File: config.mk
export PLATFORM = sky130hd
export DESIGN_NAME = ccr_divider_flat
export DESIGN_NICKNAME = d
export VERILOG_FILES = /design/src/hw/rtl/ccr_pkg.sv /design/src/hw/rtl/ccr_if.sv /design/src/hw/rtl/ccr_divider.sv /design/src/flat_wrapper.sv
export SDC_FILE = /design/constraint.sdc
export NUM_CORES = 2
export LEC_CHECK = 0
export BUFFER_PORTS_ARGS = -buffer_cell sky130_fd_sc_hd__buf_2
export CAP_MARGIN = 15
export CORE_MARGIN = 4
export CORE_UTILIZATION = 58
export DETAILED_ROUTE_END_ITERATION = 10
export PLACE_DENSITY = 0.79
export SLEW_MARGIN = 40
export SYNTH_ARGS = -nofsm -noshare
export SYNTH_HDL_FRONTEND = slang
export SYNTH_SLANG_ARGS = --single-unit
File: constraint.sdc
create_clock -name clk -period 70.4 [get_ports clk]
set_input_delay 14.08 -clock clk [delete_from_list [all_inputs] [get_ports clk]]
set_output_delay 14.08 -clock clk [all_outputs]
set_load 0.03 [all_outputs]
File: src/hw/rtl/ccr_pkg.sv
// ----------------------------------------------------------------------------
// ccr_pkg: shared types and constants of the contrast ratio block
// sRGB linearization table, luminance weights and datapath widths.
// ----------------------------------------------------------------------------
package ccr_pkg;

	localparam int CH_W      = 8;
	localparam int RGB_W     = 3 * CH_W;
	localparam int CHANNELS  = 3;
	localparam int CODES     = 1 << CH_W;
	localparam int LIN_FRAC  = 16;
	// table entries reach 1.0, so one bit above the fraction
	localparam int TAB_W     = LIN_FRAC + 1;
	localparam int WEIGHT_W  = 16;
	// q0.32 luminance plus offset, up to 2^32 + offset
	localparam int LUM_W     = 2 * LIN_FRAC + 1;
	localparam int RATIO_INT_BITS = 5;
	localparam int QUEUE_DEPTH    = 4;

	localparam logic [WEIGHT_W-1:0] W_R = 16'd13933;
	localparam logic [WEIGHT_W-1:0] W_G = 16'd46871;
	localparam logic [WEIGHT_W-1:0] W_B = 16'd4732;
	localparam logic [WEIGHT_W-1:0] WEIGHTS [CHANNELS] = '{W_R, W_G, W_B};

	localparam logic [WEIGHT_W-1:0] OFFSET_Q16 = 16'd3277;
	localparam logic [LUM_W-1:0] OFFSET_Q32 = LUM_W'(OFFSET_Q16) << LIN_FRAC;
	localparam logic [LUM_W-1:0] LUM_MAX = (LUM_W'(1) << (2 * LIN_FRAC)) + OFFSET_Q32;

	typedef logic [CODES-1:0][TAB_W-1:0] lin_tab_t;

	localparam int BIG_W        = 256;
	localparam int SEARCH_W     = TAB_W + 1;
	localparam int SEARCH_STEPS = 17;

	// bright codes: largest y with (2y-1)^5 * 10761^12 <= 2^85 * (40c+561)^12
	// dark codes: c/255/12.92 rounded half up
	function automatic lin_tab_t build_lin_tab();
		lin_tab_t             tab;
		logic [BIG_W-1:0]     d12;
		logic [BIG_W-1:0]     rhs;
		logic [BIG_W-1:0]     lhs;
		logic [SEARCH_W-1:0]  lo;
		logic [SEARCH_W-1:0]  hi;
		logic [SEARCH_W-1:0]  mid;
		int unsigned          code;
		int unsigned          k;
		int unsigned          j;
		d12 = BIG_W'(1);
		for (k = 0; k < 12; k++) begin
			d12 = d12 * BIG_W'(10761);
		end
		for (code = 0; code < CODES; code++) begin
			if (code * 100000 < 3928 * 255) begin
				tab[code] = TAB_W'((6553600 * code + 164730) / 329460);
			end else begin
				lo  = '0;
				hi  = SEARCH_W'(65536);
				rhs = BIG_W'(1);
				for (k = 0; k < 12; k++) begin
					rhs = rhs * BIG_W'(40 * code + 561);
				end
				for (k = 0; k < 5; k++) begin
					rhs = rhs * BIG_W'(131072);
				end
				for (k = 0; k < SEARCH_STEPS; k++) begin
					if (lo < hi) begin
						mid = SEARCH_W'((lo + hi + 1) >> 1);
						lhs = d12;
						for (j = 0; j < 5; j++) begin
							lhs = lhs * BIG_W'(2 * mid - 1);
						end
						if (lhs <= rhs) begin
							lo = mid;
						end else begin
							hi = mid - 1'b1;
						end
					end
				end
				tab[code] = lo[TAB_W-1:0];
			end
		end
		return tab;
	endfunction

	localparam lin_tab_t LIN_TAB = build_lin_tab();

endpackage

File: src/hw/rtl/ccr_if.sv


interface ccr_ratio_if import ccr_pkg::*; #(parameter int FRACTION_BITS = 16) ();
	logic                                    valid;
	logic                                    ready;
	logic [RATIO_INT_BITS+FRACTION_BITS-1:0] contrast_ratio;

	modport source (output valid, output contrast_ratio, input ready);
	modport sink   (input valid, input contrast_ratio, output ready);
endinterface

interface ccr_lum_if import ccr_pkg::*; ();
	logic             valid;
	logic             ready;
	logic [LUM_W-1:0] bg_lum;
	logic [LUM_W-1:0] fg_lum;

	modport source (output valid, output bg_lum, output fg_lum, input ready);
	modport sink   (input valid, input bg_lum, input fg_lum, output ready);
endinterface

File: src/hw/rtl/ccr_divider.sv
// ----------------------------------------------------------------------------
// ccr_divider: pipelined ratio divider
// Restoring division, one quotient bit per stage, last stage is the output.
// ----------------------------------------------------------------------------
module ccr_divider import ccr_pkg::*; #(
	parameter int FRACTION_BITS = 16
) (
	input  logic        clk,
	input  logic        arst_n,
	ccr_lum_if.sink     lum,
	ccr_ratio_if.source ratio
);

	localparam int QW = RATIO_INT_BITS + FRACTION_BITS;

	logic             en;
	logic             val_in [QW];
	logic [LUM_W-1:0] rem_in [QW];
	logic [LUM_W-1:0] div_in [QW];
	logic [QW-1:0]    nb_in  [QW];
	logic [QW-1:0]    quo_in [QW];
	// one entry per stage
	logic             valid_s [QW];
	logic [LUM_W-1:0] rem_s   [QW];
	logic [LUM_W-1:0] div_s   [QW];
	logic [QW-1:0]    nb_s    [QW];
	logic [QW-1:0]    quo_s   [QW];

	assign en        = !valid_s[QW-1] || ratio.ready;
	assign lum.ready = en;

	for (genvar k = 0; k < QW; k++) begin : g_stage
		logic [LUM_W:0] trial;
		logic           take;

		if (k == 0) begin : g_head
			// quotient fits in QW bits, so the dividend top part starts below the divisor
			assign val_in[k] = lum.valid;
			assign rem_in[k] = lum.fg_lum >> RATIO_INT_BITS;
			assign div_in[k] = lum.bg_lum;
			assign nb_in[k]  = {lum.fg_lum[RATIO_INT_BITS-1:0], {FRACTION_BITS{1'b0}}};
			assign quo_in[k] = '0;
		end else begin : g_link
			assign val_in[k] = valid_s[k-1];
			assign rem_in[k] = rem_s[k-1];
			assign div_in[k] = div_s[k-1];
			assign nb_in[k]  = nb_s[k-1];
			assign quo_in[k] = quo_s[k-1];
		end

		assign trial = {rem_in[k], nb_in[k][QW-1]};
		assign take  = (trial >= {1'b0, div_in[k]});

		always_ff @(posedge clk or negedge arst_n) begin
			if (!arst_n) begin
				valid_s[k] <= 1'b0;
			end else if (en) begin
				valid_s[k] <= val_in[k];
			end
		end

		always_ff @(posedge clk) begin
			if (en) begin
				rem_s[k] <= take ? LUM_W'(trial - {1'b0, div_in[k]}) : trial[LUM_W-1:0];
				div_s[k] <= div_in[k];
				nb_s[k]  <= {nb_in[k][QW-2:0], 1'b0};
				quo_s[k] <= {quo_in[k][QW-2:0], take};
			end
		end
	end

	assign ratio.valid          = valid_s[QW-1];
	assign ratio.contrast_ratio = quo_s[QW-1];

`ifndef SYNTHESIS
	a_rem_below_div: assert property (@(posedge clk) disable iff (!arst_n)
		valid_s[QW-1] |-> rem_s[QW-1] < div_s[QW-1])
		else $error("division remainder not below divisor");
	a_enter: assert property (@(posedge clk) disable iff (!arst_n)
		(lum.valid && lum.ready) |=> valid_s[0])
		else $error("accepted pair missing from first divider stage");
`endif

endmodule

File: src/flat_wrapper.sv
// flat-port wrapper written by rule: the top's interface ports become plain ports
module ccr_divider_flat import ccr_pkg::*;
#(
	parameter int FRACTION_BITS = 16
)
  (clk, arst_n, lum_valid, lum_bg_lum, lum_fg_lum, lum_ready, ratio_valid, ratio_contrast_ratio, ratio_ready);
  ccr_lum_if lum_i ();
  ccr_ratio_if #(.FRACTION_BITS(FRACTION_BITS)) ratio_i ();
  input  logic clk;
  input  logic arst_n;
  input wire logic [$bits(lum_i.valid)-1:0] lum_valid;
  input wire logic [$bits(lum_i.bg_lum)-1:0] lum_bg_lum;
  input wire logic [$bits(lum_i.fg_lum)-1:0] lum_fg_lum;
  output wire logic [$bits(lum_i.ready)-1:0] lum_ready;
  output wire logic [$bits(ratio_i.valid)-1:0] ratio_valid;
  output wire logic [$bits(ratio_i.contrast_ratio)-1:0] ratio_contrast_ratio;
  input wire logic [$bits(ratio_i.ready)-1:0] ratio_ready;
  assign lum_i.valid = lum_valid;
  assign lum_i.bg_lum = lum_bg_lum;
  assign lum_i.fg_lum = lum_fg_lum;
  assign lum_ready = lum_i.ready;
  assign ratio_valid = ratio_i.valid;
  assign ratio_contrast_ratio = ratio_i.contrast_ratio;
  assign ratio_i.ready = ratio_ready;
  ccr_divider #(.FRACTION_BITS(FRACTION_BITS)) u_core (.clk(clk), .arst_n(arst_n), .lum(lum_i), .ratio(ratio_i));
endmodule
==> impl_metrics.tcl <==
set metrics [dict create \
    status "completed" \
    grt_pass1_wl_um 304300 \
    die-height_um 401.8 \
    routed_wl_um 188100 \
    gp_congestion 0.9486 \
    first_iter_violations 3401 \
    crit_path_start_kind "primary input" \
    clock_latency_ps 810 \
    drtAntennaViolNets 0 \
    cts_resized 0 \
    mappedNetlistNets 8784 \
    synth_enable_flop_cells 1561 \
    cap_violations 0 \
    numCtsBuffers 172 \
    syn-cell-area_um2 89930 \
    grt_max_degree 161 \
    crit_required_ps 56320 \
    grt.busiest_layer "met2" \
    pre_cts_ws_ps 41350 \
    rsz0062_at_grt "no" \
    ys_seq_area_share_pct 52.71 \
    endpoint_kind "output pin" \
    met1_usage_pct 20.41 \
    routed-via-count 60047 \
    viasPerCell 5.811 \
    cts_tree "done" \
    hold_path_class "register to register" \
    drc_errors 0 \
    drtPass1Iterations 7 \
    synth.top_cell.area_share_pct 52.13 \
    ys_seq_elements 1582 \
    min_period_ps 29040 \
    holdPathStages 0 \
    io-pin-count 93 \
    synth_cells 8006 \
    layout.nets 8925 \
    area_growth_pct 9.728 \
    cts_sinks 1582 \
    root_buffer "clkbuf_16" \
    grt_overflow 0 \
    criticalPathCategory "primary input to output pin" \
    fin_ws_ps 41360 \
    worst_pin_slew_ps 880.2 \
    crit_fanout 39 \
    clock_path_buffers 3 \
    finalClockSkew_ps 53.43 \
    worstPathArrival_ps 14960 \
    core.rowCount 144 \
    antenna_found_initial 0 \
    async_reset_ff_share_pct 1.327 \
    grt_pass1_vias 63244 \
    synth_most_common_cell "edfxtp_1" \
    syn_avg_cell_area_um2 11.23 \
    met2_usage_pct 46.96 \
    ys_warn_count 0 \
    slew_viol_final 0 \
    core_area_um2 154000 \
    ys.flop_type "edfxtp_1" \
    setup_tns_ps 0 \
    die_x_um 401.8 \
    dp_hpwl_um 141300 \
    drive_above_1_share_pct 8.107 \
    final-setup-viol-count 0 \
    start_util_pct 58.38 \
    hold_viol 0 \
    grt_usage_pct 23.00 \
    die_area_um2 161400 \
    antenna_cells 0 \
    whs_ps 402.9 \
    synthTopCellsByCount "1561 x edfxtp_1, 856 x inv_1, 701 x a21oi_1" \
    cts_hold_buf 0 \
    grt_util_met3_pct 2.852 \
    wl_per_cell_um 18.20 \
    period_share_pct 41.25 \
    slew_headroom_pct 41.10 \
    reg2reg_depth 17 \
    ys_types 118 \
    postCtsSetupRepairBufs 0 \
    synth_top_area_cell "edfxtp_1" \
    synthTopCellsByArea "edfxtp_1 52%, ha_1 9.6%, a21oi_1 3.9%" \
    clk_pin_slew_ps 60 \
    max_freq_ghz 0.03443 \
    htree_levels 4 \
    numPortBuffers 92 \
]
## worst paths after layout
check                                   startpoint                    to  slack [ps]
worst max-delay path                   ratio_ready             lum_ready       41360
worst min-delay path            u_core.quo_s[4][4]   u_core.quo_s[4][26]         400
worst max register to register  u_core.nb_s[0][79]  u_core.rem_s[0][144]       65330
worst min register to register  u_core.quo_s[4][4]   u_core.quo_s[4][26]         400
max in group asynchronous                   arst_n      u_core.val_in[9]       56840
min in group asynchronous                   arst_n     u_core.val_in[19]       13240
## metal layers
| layer | wire length, µm | vias to the layer above |
|---|---|---|
| met5 | 0 | - |
| met4 | 14070 | 0 |
| met3 | 5585 | 642 |
| met2 | 106500 | 1440 |
| met1 | 61990 | 28510 |
| li1 | - | 29455 |
## critical path, cell delays in order
cell	delay, ps
buf_2	80
nand2b_4	480
buf_2	310
## logic make-up after synthesis
family,Yosys count,share of synthesized area [%]
AOI/OAI and AO/OA,2170,15.11
xor gates and xnor gates,560,5.454
adders and majority gates,708,10.02
buffers and inverters,1032,4.501
DFF,1582,52.71
muxes,249,3.325
and+or+nand+nor,1705,8.877
## cells in the final DEF (no fill, tap or decap), drive strengths merged, types with 21 or more instances in the layout
cell type / Yosys / final
edfxtp: 1561 / 1561
inv: 857 / 861
a21oi: 705 / 705
ha: 688 / 688
nand2: 597 / 597
o21ai: 555 / 555
nor2: 454 / 454
a21o: 318 / 318
xnor2: 305 / 305
xor2: 255 / 255
mux2: 236 / 236
clkbuf: 100 / 208
buf: 75 / 142
nand3: 117 / 117
nor2b: 105 / 105
nand4: 99 / 99
o21a: 82 / 82
o21bai: 80 / 80
clkinv: 0 / 76
a31oi: 70 / 70
nor3: 70 / 70
nand2b: 69 / 69
a211oi: 59 / 59
and3: 53 / 53
o31ai: 49 / 49
and2: 37 / 37
a211o: 24 / 24
o211ai: 23 / 23
a21boi: 22 / 22
dfrtp: 21 / 21
## final cells by class
| type | count | area (µm²) |
|---|---|---|
| Multi-Input combinational cell | 5392 | 38670 |
| Sequential cell | 1582 | 47400 |
| Clock inverter | 108 | 1371 |
| Timing Repair Buffer | 142 | 982.2 |
| Inverter | 857 | 3217 |
| Tap cell | 2044 | 2557 |
| Clock buffer | 208 | 4481 |
| Fill cell | 11434 | 55370 |
## stage by stage
stage,utilization [%],cells,area (µm²)
floorplan,-,8006,89930
global placement,60.09,10011,92570
detailed placement,60.19,10014,92720
CTS,63.99,10330,98570
global route,64.05,10333,98670
finish,64.05,10333,98670
## flip-flops by register name, indices dropped and copies added, names as in the netlist
register            count
u_core.val_in          20
u_core.rem_s          660
u_core.div_s          660
u_core.nb_s            10
u_core.quo_s          231
u_core.ratio.valid      1
Power is not shown: default switching activity piles up to over one toggle a cycle in this logic, so the estimate is an artifact.
