==> src/hw/rtl/ccr_pkg.sv <==
// ----------------------------------------------------------------------------
// ccr_pkg: shared types and constants of the contrast ratio block
// sRGB linearization table, luminance weights and datapath widths.
// ----------------------------------------------------------------------------
package ccr_pkg;

	localparam int CH_W      = 8;
	localparam int RGB_W     = 3 * CH_W;
	localparam int CHANNELS  = 3;
	localparam int CODES     = 1 << CH_W;
	localparam int LIN_FRAC  = 16;
	// table entries reach 1.0, so one bit above the fraction
	localparam int TAB_W     = LIN_FRAC + 1;
	localparam int WEIGHT_W  = 16;
	// q0.32 luminance plus offset, up to 2^32 + offset
	localparam int LUM_W     = 2 * LIN_FRAC + 1;
	localparam int RATIO_INT_BITS = 5;
	localparam int QUEUE_DEPTH    = 4;

	localparam logic [WEIGHT_W-1:0] W_R = 16'd13933;
	localparam logic [WEIGHT_W-1:0] W_G = 16'd46871;
	localparam logic [WEIGHT_W-1:0] W_B = 16'd4732;
	localparam logic [WEIGHT_W-1:0] WEIGHTS [CHANNELS] = '{W_R, W_G, W_B};

	localparam logic [WEIGHT_W-1:0] OFFSET_Q16 = 16'd3277;
	localparam logic [LUM_W-1:0] OFFSET_Q32 = LUM_W'(OFFSET_Q16) << LIN_FRAC;
	localparam logic [LUM_W-1:0] LUM_MAX = (LUM_W'(1) << (2 * LIN_FRAC)) + OFFSET_Q32;

	typedef logic [CODES-1:0][TAB_W-1:0] lin_tab_t;

	localparam int BIG_W        = 256;
	localparam int SEARCH_W     = TAB_W + 1;
	localparam int SEARCH_STEPS = 17;

	// bright codes: largest y with (2y-1)^5 * 10761^12 <= 2^85 * (40c+561)^12
	// dark codes: c/255/12.92 rounded half up
	function automatic lin_tab_t build_lin_tab();
		lin_tab_t             tab;
		logic [BIG_W-1:0]     d12;
		logic [BIG_W-1:0]     rhs;
		logic [BIG_W-1:0]     lhs;
		logic [SEARCH_W-1:0]  lo;
		logic [SEARCH_W-1:0]  hi;
		logic [SEARCH_W-1:0]  mid;
		int unsigned          code;
		int unsigned          k;
		int unsigned          j;
		d12 = BIG_W'(1);
		for (k = 0; k < 12; k++) begin
			d12 = d12 * BIG_W'(10761);
		end
		for (code = 0; code < CODES; code++) begin
			if (code * 100000 < 3928 * 255) begin
				tab[code] = TAB_W'((6553600 * code + 164730) / 329460);
			end else begin
				lo  = '0;
				hi  = SEARCH_W'(65536);
				rhs = BIG_W'(1);
				for (k = 0; k < 12; k++) begin
					rhs = rhs * BIG_W'(40 * code + 561);
				end
				for (k = 0; k < 5; k++) begin
					rhs = rhs * BIG_W'(131072);
				end
				for (k = 0; k < SEARCH_STEPS; k++) begin
					if (lo < hi) begin
						mid = SEARCH_W'((lo + hi + 1) >> 1);
						lhs = d12;
						for (j = 0; j < 5; j++) begin
							lhs = lhs * BIG_W'(2 * mid - 1);
						end
						if (lhs <= rhs) begin
							lo = mid;
						end else begin
							hi = mid - 1'b1;
						end
					end
				end
				tab[code] = lo[TAB_W-1:0];
			end
		end
		return tab;
	endfunction

	localparam lin_tab_t LIN_TAB = build_lin_tab();

endpackage

==> src/hw/rtl/ccr_if.sv <==


interface ccr_lum_if import ccr_pkg::*; ();
	logic             valid;
	logic             ready;
	logic [LUM_W-1:0] bg_lum;
	logic [LUM_W-1:0] fg_lum;

	modport source (output valid, output bg_lum, output fg_lum, input ready);
	modport sink   (input valid, input bg_lum, input fg_lum, output ready);
endinterface

==> src/hw/rtl/ccr_queue.sv <==
// ----------------------------------------------------------------------------
// ccr_queue: luminance pair queue
// Small fifo that decouples the front end from the divider.
// ----------------------------------------------------------------------------
module ccr_queue import ccr_pkg::*; (
	input  logic       clk,
	input  logic       arst_n,
	ccr_lum_if.sink    push,
	ccr_lum_if.source  pop
);

	localparam int PTR_W = (QUEUE_DEPTH > 1) ? $clog2(QUEUE_DEPTH) : 1;
	localparam int CNT_W = $clog2(QUEUE_DEPTH + 1);

	logic [LUM_W-1:0] bg_q [QUEUE_DEPTH];
	logic [LUM_W-1:0] fg_q [QUEUE_DEPTH];
	logic [PTR_W-1:0] wr_ptr_q;
	logic [PTR_W-1:0] rd_ptr_q;
	logic [CNT_W-1:0] count_q;
	logic             do_push;
	logic             do_pop;

	assign push.ready = (count_q != CNT_W'(QUEUE_DEPTH));
	assign pop.valid  = (count_q != '0);
	assign do_push    = push.valid && push.ready;
	assign do_pop     = pop.valid && pop.ready;
	assign pop.bg_lum = bg_q[rd_ptr_q];
	assign pop.fg_lum = fg_q[rd_ptr_q];

	always_ff @(posedge clk or negedge arst_n) begin
		if (!arst_n) begin
			wr_ptr_q <= '0;
			rd_ptr_q <= '0;
			count_q  <= '0;
		end else begin
			if (do_push) begin
				wr_ptr_q <= (wr_ptr_q == PTR_W'(QUEUE_DEPTH - 1)) ? '0 : wr_ptr_q + 1'b1;
			end
			if (do_pop) begin
				rd_ptr_q <= (rd_ptr_q == PTR_W'(QUEUE_DEPTH - 1)) ? '0 : rd_ptr_q + 1'b1;
			end
			if (do_push && !do_pop) begin
				count_q <= count_q + 1'b1;
			end else if (do_pop && !do_push) begin
				count_q <= count_q - 1'b1;
			end
		end
	end

	always_ff @(posedge clk) begin
		if (do_push) begin
			bg_q[wr_ptr_q] <= push.bg_lum;
			fg_q[wr_ptr_q] <= push.fg_lum;
		end
	end

`ifndef SYNTHESIS
	a_count_bound: assert property (@(posedge clk) disable iff (!arst_n)
		count_q <= CNT_W'(QUEUE_DEPTH))
		else $error("queue count above depth");
	a_pop_count: assert property (@(posedge clk) disable iff (!arst_n)
		(do_pop && !do_push) |=> count_q == $past(count_q) - 1'b1)
		else $error("queue count not lowered on pop");
`endif

endmodule

==> src/flat_wrapper.sv <==
// flat-port wrapper written by rule: the top's interface ports become plain ports
module ccr_queue_flat import ccr_pkg::*;
  (clk, arst_n, push_valid, push_bg_lum, push_fg_lum, push_ready, pop_valid, pop_bg_lum, pop_fg_lum, pop_ready);
  ccr_lum_if push_i ();
  ccr_lum_if pop_i ();
  input  logic clk;
  input  logic arst_n;
  input wire logic [$bits(push_i.valid)-1:0] push_valid;
  input wire logic [$bits(push_i.bg_lum)-1:0] push_bg_lum;
  input wire logic [$bits(push_i.fg_lum)-1:0] push_fg_lum;
  output wire logic [$bits(push_i.ready)-1:0] push_ready;
  output wire logic [$bits(pop_i.valid)-1:0] pop_valid;
  output wire logic [$bits(pop_i.bg_lum)-1:0] pop_bg_lum;
  output wire logic [$bits(pop_i.fg_lum)-1:0] pop_fg_lum;
  input wire logic [$bits(pop_i.ready)-1:0] pop_ready;
  assign push_i.valid = push_valid;
  assign push_i.bg_lum = push_bg_lum;
  assign push_i.fg_lum = push_fg_lum;
  assign push_ready = push_i.ready;
  assign pop_valid = pop_i.valid;
  assign pop_bg_lum = pop_i.bg_lum;
  assign pop_fg_lum = pop_i.fg_lum;
  assign pop_i.ready = pop_ready;
  ccr_queue u_core (.clk(clk), .arst_n(arst_n), .push(push_i), .pop(pop_i));
endmodule
==> config.mk <==
export PLATFORM = sky130hd
export DESIGN_NAME = ccr_queue_flat
export DESIGN_NICKNAME = d
export VERILOG_FILES = /design/src/hw/rtl/ccr_pkg.sv /design/src/hw/rtl/ccr_if.sv /design/src/hw/rtl/ccr_queue.sv /design/src/flat_wrapper.sv
export SDC_FILE = /design/constraint.sdc
export NUM_CORES = 1
export LEC_CHECK = 0
export BUFFER_PORTS_ARGS = -buffer_cell sky130_fd_sc_hd__buf_2
export CORE_MARGIN = 3
export CORE_UTILIZATION = 25
export DETAILED_ROUTE_END_ITERATION = 10
export PLACE_DENSITY_LB_ADDON = 0.08
export SLEW_MARGIN = 0
export SYNTH_ARGS = -nofsm -noshare
export SYNTH_HDL_FRONTEND = slang
export SYNTH_SLANG_ARGS = --single-unit
==> constraint.sdc <==
create_clock -name clk -period 9.02 [get_ports clk]
set_input_delay 0.902 -clock clk [delete_from_list [all_inputs] [get_ports clk]]
set_output_delay 0.902 -clock clk [all_outputs]
set_load 0.01 [all_outputs]
==> flow_results.org, run 1 <==
** Synth
- Counting flops and latches in the post-synthesis netlist gives 271.
- Net count after synthesis :: 459
- Synthesis Warnings :: 0
- By area the synthesized netlist is led by sky130_fd_sc_hd__edfxtp_1 (79%), sky130_fd_sc_hd__mux4_2 (15%), sky130_fd_sc_hd__dfrtp_1 (1.8%).
- In this run the biggest area consumer among cell types represents between 70% and 80% of the synthesized area.
- Dividing the synthesized area by the synthesized cell count gives around 26 µm².
- The synthesized netlist contains 19 unique library cells.
- Cell type with the highest aggregate area in the netlist :: sky130_fd_sc_hd__edfxtp_1
- The synthesized netlist occupies a cell area of ~0.01 mm².
- Summing the sequential cell areas from Yosys gives about four fifths of the chip area.
- Synthesis produced a netlist whose cell count is 382.

** Setup path
- Cell with the biggest individual delay on the critical path :: sky130_fd_sc_hd__dfrtp_4
- Maximum fanout count along the critical path :: 35
- The worst register-to-register path ends at u_core.bg_q[3][7]$_DFFE_PP_.
- Delay of the slowest cell on the worst path :: around 950 ps
- Series of cell instances along the critical path :: buf_4 > mux4_2 > buf_2
- Data arrives at the worst endpoint at 3090 ps.
- Required time reported for the critical path endpoint :: a little over 8000 ps
- Critical path capture point type :: output port
- By startpoint and endpoint, the worst setup path is classified as flop to output port.
- Crit path launch type :: flop
- Worst R2R Setup Slack :: around 6400 ps
- The startpoint identified for the worst register-to-register timing path is u_core.count_q[0]$_DFFE_PN0P_.
- Counting cells, the worst reg-to-reg path comes to 4.

** Routing
- After detailed routing, the average wire length per cell comes to approximately 20 µm.
- DRC violations left :: 0
- Post-detailed-route count of antenna-violating nets :: 0
- In this run, the number of DRC markers left after iteration 0 of detailed routing was about 180.
- Number of detailed-routing iterations run before antenna repair :: 4
- Post-Route WL :: 22.1 mm
- Via total after detailed routing :: around 4.5k
- Via/cell ratio :: just over 4

** Global route
- Across every metal layer, demand over resource in global routing totals 10.5%.
- Antenna violations before repair :: 4
- After global routing the overflow that remains totals 0.
- The first global-routing pass estimated between 30 and 40 mm of wire.
- Number of global-route vias before repair :: 5085
- Maximum number of pins on one net before global-route repair :: 42

** STA
- Number of hold-slack violations in the final timing report :: 0
- In the final timing run, aggregate negative setup slack is 0 ps.
- Number of setup violations in the final report :: 0
- Setup Skew :: around 10 ps
- Post-route clock period utilization :: roughly 44%
- Measured against its own limit, the worst slew margin works out to 46.2%.
- Timing would allow up to about 0.25 GHz.
- Setup slack on the critical path of the routed design comes to between 5000 and 6000 ps.
- Final slew viol count :: 0
- The clock period could shrink to around 4000 ps.
- RSZ-0062 raised after global routing :: false
- At the pin with the least slew margin, the transition time is 807 ps.

** Floorplan
- Die Y :: a little over 200 µm
- The die covers approximately 0.042 mm².
- # IOs :: roughly 140
- For this configuration, the core starts out at a cell density of between 20% and 30%.
- The floorplan step defined a core boundary enclosing ~0.039 mm².
- Number of standard-cell rows in the floorplan :: 72
- Die span in x :: 206 µm

** Clocking
- The cell sitting at the root of the clock tree is a sky130_fd_sc_hd__clkbuf_16.
- Buffers inserted during post-CTS setup optimization :: 0
- Once the clock tree was built, the resizer swapped 0 gates to a different size.
- In this run the number of H-tree levels came out at 1.
- No sink is reached through more buffers than the 3 on the longest clock path.
- Clock-pin slew was measured on the worst setup and hold paths at roughly 60 ps.
- TritonCTS Sinks :: about 270
- The clock reaches the later pin of the worst-skew pair after between 500 and 600 ps.
- Post-CTS Hold Buffers :: 0
- TritonCTS clock tree :: built
- The number of clock buffers added by TritonCTS is 31.

** Job
- The tool flagged a number of max-cap violations equal to 0.

** Placement
- Post-DP HPWL :: approximately 13 mm
- Pre-CTS setup slack :: 5410 ps
- Port buffering added approximately 140 buffers.
- Final weighted congestion of routability-driven global placement :: ~0.67

** Status
- The flow ran to the end, and the final reports show no timing, DRC or antenna violations.

** Pwr
- Max VDD drop :: around 0.00016 V
- Power spread over the standard cell area amounts to between 300 and 400 mW/mm².
- For this design the static power due to leakage is 4.07 nW.

** Layout
- N_diodes :: 0
- Area added between synthesis and finish :: 22.1%
- Post-layout net count :: a little over 600
- The layout has 3756 filler cells.
- The post-route netlist has between 40% and 50% of its cells at a drive strength greater than 1.

** Min path
- Tightest Hold Check Type :: input pin to asynchronous set/reset pin
## where the power goes
group	switching [mW]	leakage [nW]	internal, mW
registers	0.147	2.50	1.67
logic	0.571	1.11	0.501
clock network	0.477	0.461	0.683
## per-layer routing
metal / GRT usage (%) / wire length (µm) / vias to the layer above
met5: 0 / 55 / -
met4: 3.34 / 489 / 8
met3: 2.86 / 1320 / 42
met2: 18.4 / 11300 / 93
met1: 12.7 / 8860 / 2380
li1: - / - / 1960
## synth_stat cells, drive strengths merged
cell type / count
buf: 15
a21boi: 1
mux4: 66
mux2: 5
ha: 6
xnor2: 1
fa: 1
nand2: 2
inv: 3
dfrtp: 7
and2: 4
or3: 1
xor2: 2
edfxtp: 264
nor2: 4
## state kept, by name, indices dropped and copies added, names as in the netlist
signal,cells
u_core.wr_ptr_q,2
u_core.rd_ptr_q,2
u_core.bg_q,132
u_core.count_q,3
u_core.fg_q,132
## critical path, delay by kind of cell, from the launching register on
family | cells | cell delay (ps)
multiplexers | 1 | 620
flip-flops | 1 | 950
buffers and inverters | 2 | 910
## worst max-delay path by stage
stage / cells after the start / slack, ps / start / to
global placement: 3 / 5430 / u_core.rd_ptr_q[0]$_DFFE_PN0P_ / pop_bg_lum[27]
finish: 3 / 5030 / u_core.rd_ptr_q[0]$_DFFE_PN0P_ / pop_bg_lum[27]
floorplan: 2 / 5740 / push_valid / u_core.bg_q[0][0]$_DFFE_PP_
global route: 3 / 4700 / u_core.rd_ptr_q[0]$_DFFE_PN0P_ / pop_fg_lum[9]
CTS: 3 / 4790 / u_core.rd_ptr_q[0]$_DFFE_PN0P_ / pop_bg_lum[24]
detailed placement: 3 / 5410 / u_core.rd_ptr_q[0]$_DFFE_PN0P_ / pop_bg_lum[24]
## cell families (layout without fill, tap and decap cells)
| logic type | count (synthesis) | in the layout | share of synthesized area, % |
|---|---|---|---|
| buf+inv | 18 | 201 | 1.44 |
| fa+ha+maj | 7 | 7 | 0.954 |
| simple gates | 11 | 11 | 0.540 |
| compound gates | 1 | 1 | 0.0753 |
| flops | 271 | 271 | 81.3 |
| mux | 71 | 71 | 15.5 |
| xor+xnor | 3 | 3 | 0.264 |
## cell type report
class	count	area, µm²	area share, %
Tap cell	518	648	5.32
Sequential cell	271	8110	66.6
Inverter	3	11.3	0.0925
Clock buffer	37	798	6.56
Multi-Input combinational cell	93	1740	14.3
Timing Repair Buffer	143	731	6.00
Clock inverter	18	143	1.17
## per-stage QoR
step | hold slack (ps) | total power, mW | utilization (%) | instance area (µm²) | cells
floorplan | 475 | 2.52 | - | 9970 | 382
global placement | 495 | 2.96 | 28.8 | 11200 | 1028
detailed placement | 514 | 2.98 | 28.8 | 11200 | 1028
CTS | 140 | 4.17 | 31.2 | 12200 | 1083
global route | 160 | 4.29 | 31.2 | 12200 | 1083
finish | 176 | 4.04 | 31.2 | 12200 | 1083
## layout by cell type (no fill, tap or decap), drive strengths merged, types with 2 or more instances in the layout
cell        n
edfxtp    264
buf       143
mux4       66
clkbuf     37
clkinv     13
dfrtp       7
ha          6
mux2        5
nor2        4
and2        4
inv         4
nand2       2
xor2        2
clkinvlp    2
bufinv      2
Power figures use the tool's default switching activity.
==> run 2: changes to the inputs <==
--- a/config.mk
+++ b/config.mk
@@ -5,6 +5,7 @@
 export SDC_FILE = /design/constraint.sdc
 export NUM_CORES = 1
 export LEC_CHECK = 0
+export ABC_AREA = 1
 export BUFFER_PORTS_ARGS = -buffer_cell sky130_fd_sc_hd__buf_2
 export CORE_MARGIN = 3
 export CORE_UTILIZATION = 25
==> constraint.sdc (replaced) <==
create_clock -name clk -period 3.5 [get_ports clk]
set_input_delay 0.35 -clock clk [delete_from_list [all_inputs] [get_ports clk]]
set_output_delay 0.35 -clock clk [all_outputs]
set_load 0.01 [all_outputs]
==> run 2 against run 1 <==
Die area grew 14%. Setup slack lost 4100 ps. Power increased to 3.0 times the previous value. Non-clock buffer count rose by 11. Register-to-register slack got worse by 5000 ps. Cell count increased by 47%. Wire length increased by 20%. Sequential share of layout area is 8.1 points lower. Critical path type unchanged.
==> flow_results.org, run 2 <==
** Global route
- Number of global-route vias before repair :: 6528 (+28%)
- Antenna violations before repair :: 2 (-2)
- Met1 capacity usage during global routing :: 14.4% (+1.8 points)
- The first-pass GRT wire length was 40.1 mm (+23%).
- Overall routing resource usage :: 10.9% (+0.42 points)
- The met3 capacity usage during global routing came to 2.54% (-0.33 points).
- After global routing, the most crowded layer is met2.
- Global-route track usage on met2 :: 18.1% (-0.30 points)
- The largest net degree at the start of global routing came to 69 (+64%).
- Total overflow reported by the global router :: 0 (unchanged)

** Job
- Max cap viols :: 0 (unchanged)

** STA
- Post-route clock period utilization :: 72.5%
- The maximum clock skew at final layout was 9.20 ps (-0.762 ps).
- RSZ-0062 raised after global routing :: false
- The count of endpoints failing setup in the final report came to 0 (unchanged).
- The total count of hold-check failures in the final report came to 0 (unchanged).
- The tightest slew margin relative to the limit was 53.5% (+7.3 points).
- Post-route minimum period :: ~2500 ps
- Final slew viol count :: 0 (unchanged)
- Timing-limited maximum frequency :: 0.394 GHz
- Worst-case hold slack :: 63.0 ps (-113 ps)
- The transition at the pin with the smallest max-transition slack is 696 ps (-110 ps).

** Floorplan
- Die Y :: 220 µm (+6.8%)
- Die span in x :: 220 µm (+6.8%)
- Area inside the core boundary :: 0.0446 mm² (+14%)
- The count of pins on the block boundary was 138 (unchanged).
- The number of rows in the core area was 77 (+6.9%).
- The full die area was 0.0482 mm² (+14%).
- The initial standard-cell utilization of the core came to 25.6% (about the same).

** Routing
- The vias per cell is 4.02 (-3.0%).
- Number of detailed-routing iterations run before antenna repair :: 5 (+1)
- The routed wire length is 26.4 mm (+20%).
- Post-detailed-route count of antenna-violating nets :: 0 (unchanged)
- The detailed-route via count came to 6400 (+43%).
- The wire length per cell after detailed routing was 16.5 µm (-19%).
- DRC violations left :: 0 (unchanged)
- First-iteration detailed-routing DRC count :: 314 (+73%)

** Layout
- The final cell utilization of the core is 31.1% (-0.15 points).
- Relative to the synthesized area, the layout overhead comes to 21.5%.
- Leaving out fill and tap cells, the most frequent cell in the layout is sky130_fd_sc_hd__edfxtp_1.
- The final non-filler cell total came to 1594 (+47%).
- Commonest cells after routing, fill and taps aside :: sky130_fd_sc_hd__edfxtp_1 (264), sky130_fd_sc_hd__nand2_1 (213), sky130_fd_sc_hd__inv_1 (145)
- The share of final-layout standard cells stronger than drive strength 1 came to 27.5% (-19 points).
- N_diodes :: 0 (unchanged)
- The largest registers in the layout are u_core.bg_q: 132 flops, u_core.fg_q: 132 flops, u_core.count_q: 3 flops.
- Number of filler instances in the final layout :: 4448 (+18%)
- The final net count is 1053 (+70%).

** Setup path
- The data required time at the worst endpoint was 3150 ps (-4970 ps).
- The worst setup path is captured at an output port.
- The worst path arrival time came to 2190 ps (-900 ps).
- The worst setup path is launched from a flop.
- The highest fanout seen on the critical path was 50 (+43%).
- The critical path in this run is classified as flop to output port.
- Critical R2R Launch :: u_core.count_q[0]$_DFFE_PN0P_
- Capturing point of the worst reg2reg path :: u_core.bg_q[2][7]$_DFFE_PP_
- The worst reg2reg path depth was 5 (+1).
- The flop-to-flop setup slack was 1320 ps (-5040 ps).

** Clocking
- TritonCTS built the clock tree.
- The TritonCTS sink count came to 271 (unchanged).
- The clock-pin slew on the worst setup and hold paths came to 60 ps (about the same).
- The number of buffers added for setup after CTS was 0 (unchanged).
- The TritonCTS buffer count came to 35 (+13%).
- The maximum buffer depth of the clock tree came to 3 (unchanged).
- Clock tree synthesis selected as its root buffer the cell sky130_fd_sc_hd__clkbuf_16.
- CTS HTree Levels :: 2 (+1)
- Cells resized by post-CTS repair :: 0 (unchanged)
- Clock insertion delay at the later pin of the skew report :: 510 ps (-40 ps)

** Synth
- Top cell types by occurrence after synthesis :: sky130_fd_sc_hd__edfxtp_1 (264), sky130_fd_sc_hd__nand2_1 (213), sky130_fd_sc_hd__inv_1 (145)
- The count of different cell masters after synthesis was 18 (-1).
- Post-synth ARST share :: 2.58% (unchanged)
- Count of flip-flops with a built-in enable after synthesis :: 264 (unchanged)
- Count of mapped cells out of synthesis :: 830 (+120%)
- Most frequent cell after synthesis :: sky130_fd_sc_hd__edfxtp_1
- The sequential element share of the synthesized area came to 71.0% (-10 points).
- Proportion of netlist area held by the largest area contributor :: 69.5% (-10 points)
- Ranked by total cell area, the synthesized netlist is headed by sky130_fd_sc_hd__edfxtp_1 (69%), sky130_fd_sc_hd__o211ai_2 (7.7%), sky130_fd_sc_hd__nand2_1 (7.0%).
- Synthesized flop and latch total :: 271 (unchanged)
- Synthesis Warnings :: 0 (unchanged)
- Net count after synthesis :: 907 (+98%)
- Cell type with the highest aggregate area in the netlist :: sky130_fd_sc_hd__edfxtp_1
- In the synthesized netlist the dominant register cell turns out to be sky130_fd_sc_hd__edfxtp_1.
- The synthesized cell area was 0.0114 mm² (+14%).
- Mean instance size in the synthesized netlist :: 13.7 µm² (-47%)

** Min path
- The tightest min-delay check is of the input pin to flop type.
- Launch instance of the worst min-delay path :: push_fg_lum[2]
- Along the worst hold path, the cell count comes to 1.
- Hold Crit Endpoint :: u_core.fg_q[1][2]$_DFFE_PP_

** Placement
- The final RePlAce weighted congestion came to 0.690 (+2.3%).
- Placed Cells incl. Taps :: 1530 (+49%)
- Post-DP HPWL :: 15.7 mm (+24%)
- The number of buffers added on ports was 137 (unchanged).

** Pwr
- The leakage power is 5.42 nW (+33%).
- Max VDD drop :: 0.000344 V (+120%)
- The power density over the cells was 869 mW/mm² (+160%).

** Status
- Status :: finished clean
run 2: changes by cell type in the layout (fill, tap and decap cells not counted), moves of 6 or more:
cell / before / now
sky130_fd_sc_hd__nand2_1: 2 / 213
sky130_fd_sc_hd__inv_1: 3 / 145
sky130_fd_sc_hd__o211ai_2: 0 / 70
sky130_fd_sc_hd__mux4_2: 66 / 0
sky130_fd_sc_hd__o211ai_1: 0 / 62
sky130_fd_sc_hd__buf_12: 0 / 13
sky130_fd_sc_hd__clkinv_1: 5 / 12
sky130_fd_sc_hd__nand3_1: 0 / 7
sky130_fd_sc_hd__clkbuf_16: 31 / 37
run 2: routing by layer:
| layer | vias up | wire (µm) |
|---|---|---|
| met3 | 46 | 1090 |
| met2 | 93 | 12700 |
| met4 | 4 | 527 |
| met1 | 3079 | 12000 |
| met5 | - | 28 |
| li1 | 3178 | - |
run 2: worst max-delay path: stages (launching register included):
cell                       delay, ps
sky130_fd_sc_hd__dfrtp_4         880
sky130_fd_sc_hd__buf_12          320
sky130_fd_sc_hd__nand2_1          90
sky130_fd_sc_hd__o211ai_1         80
sky130_fd_sc_hd__nand2_1         120
sky130_fd_sc_hd__buf_2           160
run 2: through the flow:
| step | area [µm²] | power, mW | setup TNS [ps] | setup slack, ps |
|---|---|---|---|---|
| after CTS | 13900 | 12.4 | 0 | 905 |
| after detailed placement | 12700 | 8.78 | 0 | 1240 |
| after global placement | 12700 | 8.78 | 0 | 1250 |
| after floorplan | 11400 | 7.39 | -144900 | -549 |
| final | 13900 | 12.0 | 0 | 963 |
| after global routing | 13900 | 12.9 | 0 | 788 |
run 2: worst max path at each step:
| stage | from | end | slack, ps | depth (start not counted) |
|---|---|---|---|---|
| floorplan | u_core.count_q[0]$_DFFE_PN0P_ | u_core.bg_q[0][0]$_DFFE_PP_ | -550 | 4 |
| global placement | u_core.count_q[0]$_DFFE_PN0P_ | u_core.bg_q[2][3]$_DFFE_PP_ | 1250 | 5 |
| detailed placement | u_core.count_q[0]$_DFFE_PN0P_ | u_core.bg_q[1][3]$_DFFE_PP_ | 1240 | 5 |
| CTS | u_core.rd_ptr_q[0]$_DFFE_PN0P_ | pop_bg_lum[23] | 910 | 5 |
| global route | u_core.rd_ptr_q[0]$_DFFE_PN0P_ | pop_bg_lum[22] | 790 | 5 |
| finish | u_core.rd_ptr_q[0]$_DFFE_PN0P_ | pop_bg_lum[23] | 960 | 5 |
run 2: repair_timing:
| item | 4_1_cts | 5_1_grt |
|---|---|---|
| endpoints found under the setup margin | 0 | 0 |
| hold endpoints to repair | 7 | 0 |
| hold buffers | 1 | 0 |
run 2: power breakdown:
group	internal [mW]	switching, mW
clock network	2.21	1.33
registers	4.27	0.273
logic	1.41	2.56
run 2: logic make-up after synthesis:
logic type / synth area share (%)
buffers and inverters: 8.70
adder cells (fa/ha/maj): 0.834
XOR/XNOR: 0.0768
flip-flops: 71.0
AND/OR/NAND/NOR: 7.57
AO/OA/AOI/OAI: 11.8
run 2: layout make-up:
cell class / instances / area (µm²) / area share (%)
sequential: 271 / 8110 / 58.5
multi-input combinational: 368 / 2340 / 16.9
timing repair buffer: 154 / 978 / 7.06
clock buffer: 42 / 945 / 6.82
tap: 592 / 741 / 5.35
inverter: 146 / 549 / 3.96
clock inverter: 21 / 190 / 1.37
